$ cat src/hdl/sdavi_pkg.sv
package sdavi_pkg;

	localparam int DATA_W = 32;
	localparam int FRAC_W = 20;
	localparam int STEP_W = 21;
	localparam int PROD_W = 2 * (DATA_W + 1);
	localparam int WIDE_W = 47;
	localparam logic [STEP_W-1:0] STEP_RESET = 21'd1048;
	localparam logic [3:0] WINDOW_END = 4'd11;
	localparam logic [3:0] LAST_IDX = 4'd14;

	typedef enum logic [1:0] {
		ST_IDLE,
		ST_MUL,
		ST_USE,
		ST_OUT
	} state_t;

	typedef enum logic [2:0] {
		OP_NONE,
		OP_LOAD,
		OP_MUL,
		OP_USE,
		OP_DONE
	} op_t;

	// command from controller to datapath
	typedef struct packed {
		op_t        op;
		logic [3:0] idx;
	} cmd_t;

	// saturate a wide signed value to the data range
	function automatic logic signed [DATA_W-1:0] sat_d(input logic signed [WIDE_W-1:0] v);
		logic signed [WIDE_W-1:0] hi;
		logic signed [WIDE_W-1:0] lo;
		hi = WIDE_W'((64'sd1 <<< (DATA_W - 1)) - 64'sd1);
		lo = -hi - WIDE_W'(1);
		if (v > hi) begin
			sat_d = hi[DATA_W-1:0];
		end else if (v < lo) begin
			sat_d = lo[DATA_W-1:0];
		end else begin
			sat_d = v[DATA_W-1:0];
		end
	endfunction

	// next axis, wrapping after z
	function automatic logic [1:0] ax_next(input logic [1:0] a);
		ax_next = (a == 2'd2) ? 2'd0 : a + 2'd1;
	endfunction

endpackage

$ cat src/hdl/sdavi_ctrl.sv
module sdavi_ctrl
	import sdavi_pkg::*;
(
	input  logic clk,
	input  logic arst_n,
	input  logic in_valid,
	output logic in_ready,
	output logic out_valid,
	input  logic out_ready,
	output cmd_t cmd
);

	state_t state_q, state_d;
	logic [3:0] idx_q, idx_d;
	logic out_valid_q;
	logic done;

	// state and sequence index
	always_ff @(posedge clk or negedge arst_n) begin
		if (!arst_n) begin
			state_q <= ST_IDLE;
			idx_q <= '0;
		end else begin
			state_q <= state_d;
			idx_q <= idx_d;
		end
	end

	// next state and commands
	always_comb begin
		state_d = state_q;
		idx_d = idx_q;
		cmd.op = OP_NONE;
		cmd.idx = idx_q;
		in_ready = 1'b0;
		done = 1'b0;
		case (state_q)
			ST_IDLE: begin
				in_ready = 1'b1;
				if (in_valid) begin
					cmd.op = OP_LOAD;
					idx_d = '0;
					state_d = ST_MUL;
				end
			end
			ST_MUL: begin
				cmd.op = OP_MUL;
				state_d = ST_USE;
			end
			ST_USE: begin
				cmd.op = OP_USE;
				if (idx_q == LAST_IDX) begin
					state_d = ST_OUT;
				end else begin
					idx_d = idx_q + 4'd1;
					state_d = ST_MUL;
				end
			end
			ST_OUT: begin
				if (!out_valid_q || out_ready) begin
					cmd.op = OP_DONE;
					done = 1'b1;
					state_d = ST_IDLE;
				end
			end
			default: state_d = ST_IDLE;
		endcase
	end

	// result valid flag
	always_ff @(posedge clk or negedge arst_n) begin
		if (!arst_n) begin
			out_valid_q <= 1'b0;
		end else if (done) begin
			out_valid_q <= 1'b1;
		end else if (out_ready) begin
			out_valid_q <= 1'b0;
		end
	end

	assign out_valid = out_valid_q;

	a_hold: assert property (@(posedge clk) disable iff (!arst_n)
		(out_valid && !out_ready) |=> out_valid)
		else $error("result dropped while stalled");
	a_busy: assert property (@(posedge clk) disable iff (!arst_n)
		(state_q != ST_IDLE) |-> !in_ready)
		else $error("item taken while busy");
	a_idx: assert property (@(posedge clk) disable iff (!arst_n)
		(state_q == ST_MUL) |-> (idx_q <= LAST_IDX))
		else $error("sequence index out of range");
	a_seq: assert property (@(posedge clk) disable iff (!arst_n)
		(state_q == ST_MUL) |=> (state_q == ST_USE))
		else $error("product not consumed");

endmodule

$ cat config.mk
export PLATFORM = sky130hd
export DESIGN_NAME = sdavi_ctrl
export DESIGN_NICKNAME = d
export VERILOG_FILES = /design/src/hdl/sdavi_pkg.sv /design/src/hdl/sdavi_ctrl.sv
export SDC_FILE = /design/constraint.sdc
export NUM_CORES = 1
export LEC_CHECK = 0
export CORE_AREA = 3 3 40 42
export DETAILED_ROUTE_END_ITERATION = 8
export DIE_AREA = 0 0 43 45
export DONT_BUFFER_PORTS = 1
export GPL_TIMING_DRIVEN = 1
export MAX_ROUTING_LAYER = met4
export PLACE_DENSITY = 0.53
export SLEW_MARGIN = 20
export SYNTH_ARGS = -nofsm -noshare
export SYNTH_HDL_FRONTEND = slang
export SYNTH_SLANG_ARGS = --single-unit
$ cat constraint.sdc
create_clock -name clk -period 4.4 [get_ports clk]
set_input_delay 0.44 -clock clk [delete_from_list [all_inputs] [get_ports clk]]
set_output_delay 0.44 -clock clk [all_outputs]
set_load 0.005 [all_outputs]
* Word level (Yosys, flattened, before mapping) *
Index checks and enable logic that the tools add are counted.

operators by class
  add/sub/neg operators = 1
  equality and inequality tests = 7
  multiplexer cells = 15
  reduce and logical (&&, ||, !) cells = 7

operator list
  cell                 count
  $pmux 3 s4           1
  $mux 4               2
  $pmux 2 s4           1
  $pmux 4 s2           1
  $mux 1               6
  $mux 2               3
  $ne 2x2->1 const B   3
  $add 4x1->4 const B  1
  $eq 2x2->1 const B   2
  $eq 4x4->1 const B   1
  $reduce_bool 2->1    2
  $mux 3               1
  $reduce_and 3->1     1
  $eq 2x1->1 const B   1
  $logic_not 2->1      1
  $reduce_and 2->1     1
  $logic_not 1->1      1
  $logic_or 1x1->1     1

word-level totals
  register bits = 7
  bits of input ports = 4
  word-level logic and storage cells = 33

* Logic depth before layout (Yosys ltp) *
  depth in word-level cells = 5
  mapped depth = 6
  depth with buffers taken out = 5

* Worst setup path after synthesis *
OpenSTA, ideal clock, no wires.

  path kind = register -> register
  start = reg state_q[0]
  end = reg idx_q[1]
  setup time = 128 ps
  arrival time = 1432 ps
  required time = 4272 ps
  slack = 2840 ps
  cell stages (with the launch flop) = 6
  path buffers = 0
  path through = dfrtp_1 > inv_1 > ha_1 > mux2i_2 > nand2b_4 > mux2_1

on the way
  longest elaborated chain between the ends = 3

ends and longest elaborated chain
  what                                                       line              text
  from (decl)                                                sdavi_ctrl.sv:13  state_t state_q, state_d;
  from (signal assigned)                                     sdavi_ctrl.sv:24  state_q <= state_d;
  $eq 2x2->1 or $logic_not 2->1 (tied branches)              sdavi_ctrl.sv:37  case (state_q)
  $ne 2x2->1 (no line) or $reduce_bool 2->1 (tied branches)  --
  $reduce_and 3->1 (no line)                                 --
  to (signal assigned)                                       sdavi_ctrl.sv:25  idx_q <= idx_d;
  to (decl)                                                  sdavi_ctrl.sv:14  logic [3:0] idx_q, idx_d;

Several ways; a longest one is shown, not always the timed one.
A chain may end at the register's enable or synchronous reset.

==> run_summary.xml <==
<?xml version="1.0" encoding="UTF-8"?>
<metrics>
  <group name="synthesis">
    <metric name="asyncSetResetFlopFracSynth" unit="">1.000</metric>
    <metric name="post-synth-top-area-fraction" unit="">0.3743</metric>
    <metric name="synthDominantAreaCellType" unit="">sky130_fd_sc_hd__dfrtp_1</metric>
    <metric name="post_synth.cell_area_avg" unit="µm²">10.40</metric>
    <metric name="netlist_instances" unit="">45</metric>
    <metric name="yosysSeqAreaShare" unit="">0.3743</metric>
    <metric name="ys_warn_count" unit="">0</metric>
    <metric name="netlist_top_cells_area" unit="">sky130_fd_sc_hd__dfrtp_1, sky130_fd_sc_hd__ha_1, sky130_fd_sc_hd__mux2i_2</metric>
    <metric name="synth_seq_cells" unit="">7</metric>
    <metric name="synthesis.area" unit="µm²">467.9</metric>
    <metric name="synthDistinctLibCells" unit="">25</metric>
    <metric name="synth_enable_flop_cells" unit="">0</metric>
    <metric name="ys.flop_type" unit="">sky130_fd_sc_hd__dfrtp_1</metric>
    <metric name="synth.net_count" unit="">55</metric>
  </group>
  <group name="clocking">
    <metric name="cts_root_buffer" unit="">sky130_fd_sc_hd__clkbuf_4</metric>
    <metric name="cts.path.max_buffers" unit="">2</metric>
    <metric name="numClockSinks" unit="">7</metric>
    <metric name="h-tree-depth" unit="">1</metric>
    <metric name="tritoncts.num_buffers" unit="">3</metric>
    <metric name="clkSlewWorstSetupHoldPaths" unit="ps">50</metric>
    <metric name="cts_setup_buffers" unit="">0</metric>
    <metric name="cts_tree" unit="">yes</metric>
    <metric name="clock_insertion_delay_at_the_later_pin_of_the_skew_report" unit="ps">250</metric>
  </group>
  <group name="finish">
    <metric name="antenna-diode-count" unit="">0</metric>
    <metric name="fin_nets" unit="">60</metric>
    <metric name="layout.core_utilization" unit="">0.4012</metric>
    <metric name="syn_to_final_growth" unit="%">10.16</metric>
    <metric name="multiInputGateArea" unit="µm²">274.0</metric>
    <metric name="highest_count_cells_in_the_layout_ignoring_fill_and_taps" unit="">sky130_fd_sc_hd__dfrtp_1, sky130_fd_sc_hd__ha_1, sky130_fd_sc_hd__inv_1, sky130_fd_sc_hd__nand2_1, sky130_fd_sc_hd__clkbuf_4</metric>
    <metric name="number_of_filler_cells_placed_in_the_layout" unit="">128</metric>
    <metric name="layout-drive-gt1-share" unit="">0.1429</metric>
    <metric name="area.sequential" unit="µm²">175.2</metric>
    <metric name="post_route_design_area" unit="µm²">515.5</metric>
    <metric name="layout_commonest_cell" unit="">sky130_fd_sc_hd__dfrtp_1</metric>
  </group>
  <group name="worst_hold_path">
    <metric name="hold_path_class" unit="">in2reg</metric>
  </group>
  <group name="critical_path">
    <metric name="ff2ff_path_depth" unit="">5</metric>
    <metric name="critPathArrivalTime" unit="ps">1370</metric>
    <metric name="kind_of_start_point_of_the_critical_path" unit="">flip-flop</metric>
    <metric name="worstSetupEndpointType" unit="">output pin</metric>
    <metric name="ff2ff_setup_slack" unit="ps">2680</metric>
    <metric name="cp.depth" unit="">3</metric>
    <metric name="worst_flop_to_flop_path_startpoint" unit="">state_q[0]</metric>
    <metric name="reg2reg_to" unit="">idx_q[1]</metric>
    <metric name="crit_path_cell_trace" unit="">inv_1 &gt; ha_1 &gt; mux2_2</metric>
    <metric name="cp_slowest_cell" unit="">sky130_fd_sc_hd__dfrtp_1</metric>
    <metric name="critical_path_buf_inv_count" unit="">1</metric>
    <metric name="required" unit="ps">3960</metric>
    <metric name="crit_start" unit="">state_q[0]</metric>
    <metric name="critical_path.max_stage_delay" unit="ps">390</metric>
    <metric name="worst-path-max-fanout" unit="">10</metric>
    <metric name="crit_end" unit="">cmd[4]</metric>
    <metric name="setup.worst_path.class" unit="">reg2out</metric>
    <metric name="critical_path.top_delay_family" unit="">flip-flops</metric>
  </group>
  <group name="route">
    <metric name="drt_pass1_iterations" unit="">1</metric>
    <metric name="postRouteWirelength" unit="µm">910</metric>
    <metric name="remaining_drc_errors" unit="">0</metric>
    <metric name="initialDrtViolationCount" unit="">0</metric>
    <metric name="total_number_of_vias" unit="">343</metric>
    <metric name="wl_per_cell" unit="µm">14.22</metric>
    <metric name="drt.antenna.violating_nets" unit="">0</metric>
    <metric name="drt-vias-per-instance" unit="">5.359</metric>
  </group>
  <group name="sta">
    <metric name="hold_violations" unit="">0</metric>
    <metric name="final-setup-viol-count" unit="">0</metric>
    <metric name="drv_slew" unit="">0</metric>
    <metric name="period_needed" unit="ps">1810</metric>
    <metric name="fmax" unit="MHz">552.5</metric>
    <metric name="worst_slew_pin_slew" unit="ps">325.5</metric>
    <metric name="timing.clock.skew" unit="ps">3.952</metric>
    <metric name="slew-limit-headroom" unit="">0.7823</metric>
    <metric name="rsz0062_at_grt" unit="">false</metric>
    <metric name="final_tns_setup" unit="ps">0</metric>
    <metric name="layout_worst_path_cycle_share" unit="">0.4113</metric>
    <metric name="worst_slack" unit="ps">2590</metric>
  </group>
  <group name="floorplanning">
    <metric name="fp.dieH" unit="µm">45</metric>
    <metric name="ios" unit="">13</metric>
    <metric name="start_util" unit="">0.3642</metric>
    <metric name="design.die.area" unit="µm²">1935</metric>
    <metric name="placeable_core_region" unit="µm²">1285</metric>
    <metric name="die_w" unit="µm">43</metric>
    <metric name="floorplan.rows" unit="">13</metric>
  </group>
  <group name="global_routing">
    <metric name="grt_overflow_total" unit="">0</metric>
    <metric name="first_global_vias" unit="">334</metric>
    <metric name="grt_pass1_wl" unit="mm">1.407</metric>
    <metric name="groute.usage.overall" unit="">0.1045</metric>
    <metric name="grt_antenna_before_repair" unit="">0</metric>
    <metric name="grt_start_max_net_pins" unit="">11</metric>
  </group>
  <group name="flow_run">
    <metric name="timing.max_cap.violations" unit="">0</metric>
  </group>
  <group name="placement">
    <metric name="placedInstanceArea" unit="µm²">479.2</metric>
    <metric name="post-dp-hpwl" unit="µm">676.5</metric>
    <metric name="gp_congestion" unit="">0.8277</metric>
    <metric name="place_worst_setup_slack" unit="ps">2711</metric>
    <metric name="port-buffer-count" unit="">0</metric>
  </group>
  <group name="power_and_ir_drop">
    <metric name="total_leakage_power" unit="µW">0.0002516</metric>
    <metric name="power-per-cell-area" unit="nW/µm²">670.5</metric>
    <metric name="ir_drop" unit="mV">0.1755</metric>
  </group>
  <group name="outcome">
    <metric name="result_of_the_run" unit="">finished clean</metric>
  </group>
</metrics>
synthesized netlist by cell type (all sizes together) (2+ instances only):
| master | instances |
|---|---|
| ha | 6 |
| inv | 3 |
| dfrtp | 7 |
| and2 | 2 |
| mux2 | 2 |
| nor2b | 2 |
| nand2 | 3 |
| a31oi | 2 |
| nor2 | 2 |
| a21oi | 2 |
| mux2i | 2 |
cell type report:
class	count	area share
multi-input combinational	34	0.5316
tap	15	0.03641
inverter	3	0.02184
sequential	7	0.3398
clock buffer	4	0.05097
timing repair buffer	1	0.01942
sequential cells by signal (all words and copies together) (netlist names):
signal	flops
out_valid	1
idx_q	4
state_q	2
where the power goes:
part,internal [µW],switching [µW],total (µW)
Clock,34.6,23.3,57.9
Combinational,79.2,83.0,162
Sequential,91.1,34.4,126
routing by layer:
layer,up-vias,track usage,wire [µm]
met2,9,0.1766,461
met4,0,0.05422,14
met5,-,-,0
met1,166,0.1007,373
met3,2,0.04781,60
li1,166,-,-
kinds of logic (layout without fill, tap and decap cells):
kind of cell	after synthesis	after routing	share of synthesized area
adder cells (fa/ha/maj)	6	6	0.1604
buffers and inverters	4	8	0.04011
AND/OR/NAND/NOR	18	18	0.2380
flip-flops	7	7	0.3743
multiplexers	4	4	0.09892
AO/OA/AOI/OAI	6	6	0.08824
worst min-delay path by stage:
stage / from / end / slack [ps] / depth (start not counted)
3_5_place_dp: arst_n / out_valid / 140 / 0
6_report: out_ready / out_valid / 470 / 2
2_1_floorplan: arst_n / idx_q[0] / 140 / 0
3_3_place_gp: arst_n / out_valid / 140 / 0
5_1_grt: out_ready / out_valid / 470 / 2
4_1_cts: out_ready / out_valid / 460 / 2
timing repair:
| action | CTS | global route |
|---|---|---|
| endpoints found under the hold margin | 7 | 0 |
| gates resized for setup | 0 | 0 |
| hold buffers | 1 | 0 |
stage by stage:
stage / hold WS, ps / std cells / power (µW)
final: 466.7 / 64 / 345.6
after global placement: 144.6 / 59 / 279.9
after CTS: 461.4 / 64 / 348.7
after detailed placement: 144.6 / 59 / 284.8
after global routing: 467.7 / 64 / 375.4
after floorplan: 144.4 / 45 / 255.8
Note: power is estimated with default switching activity, not from simulation.
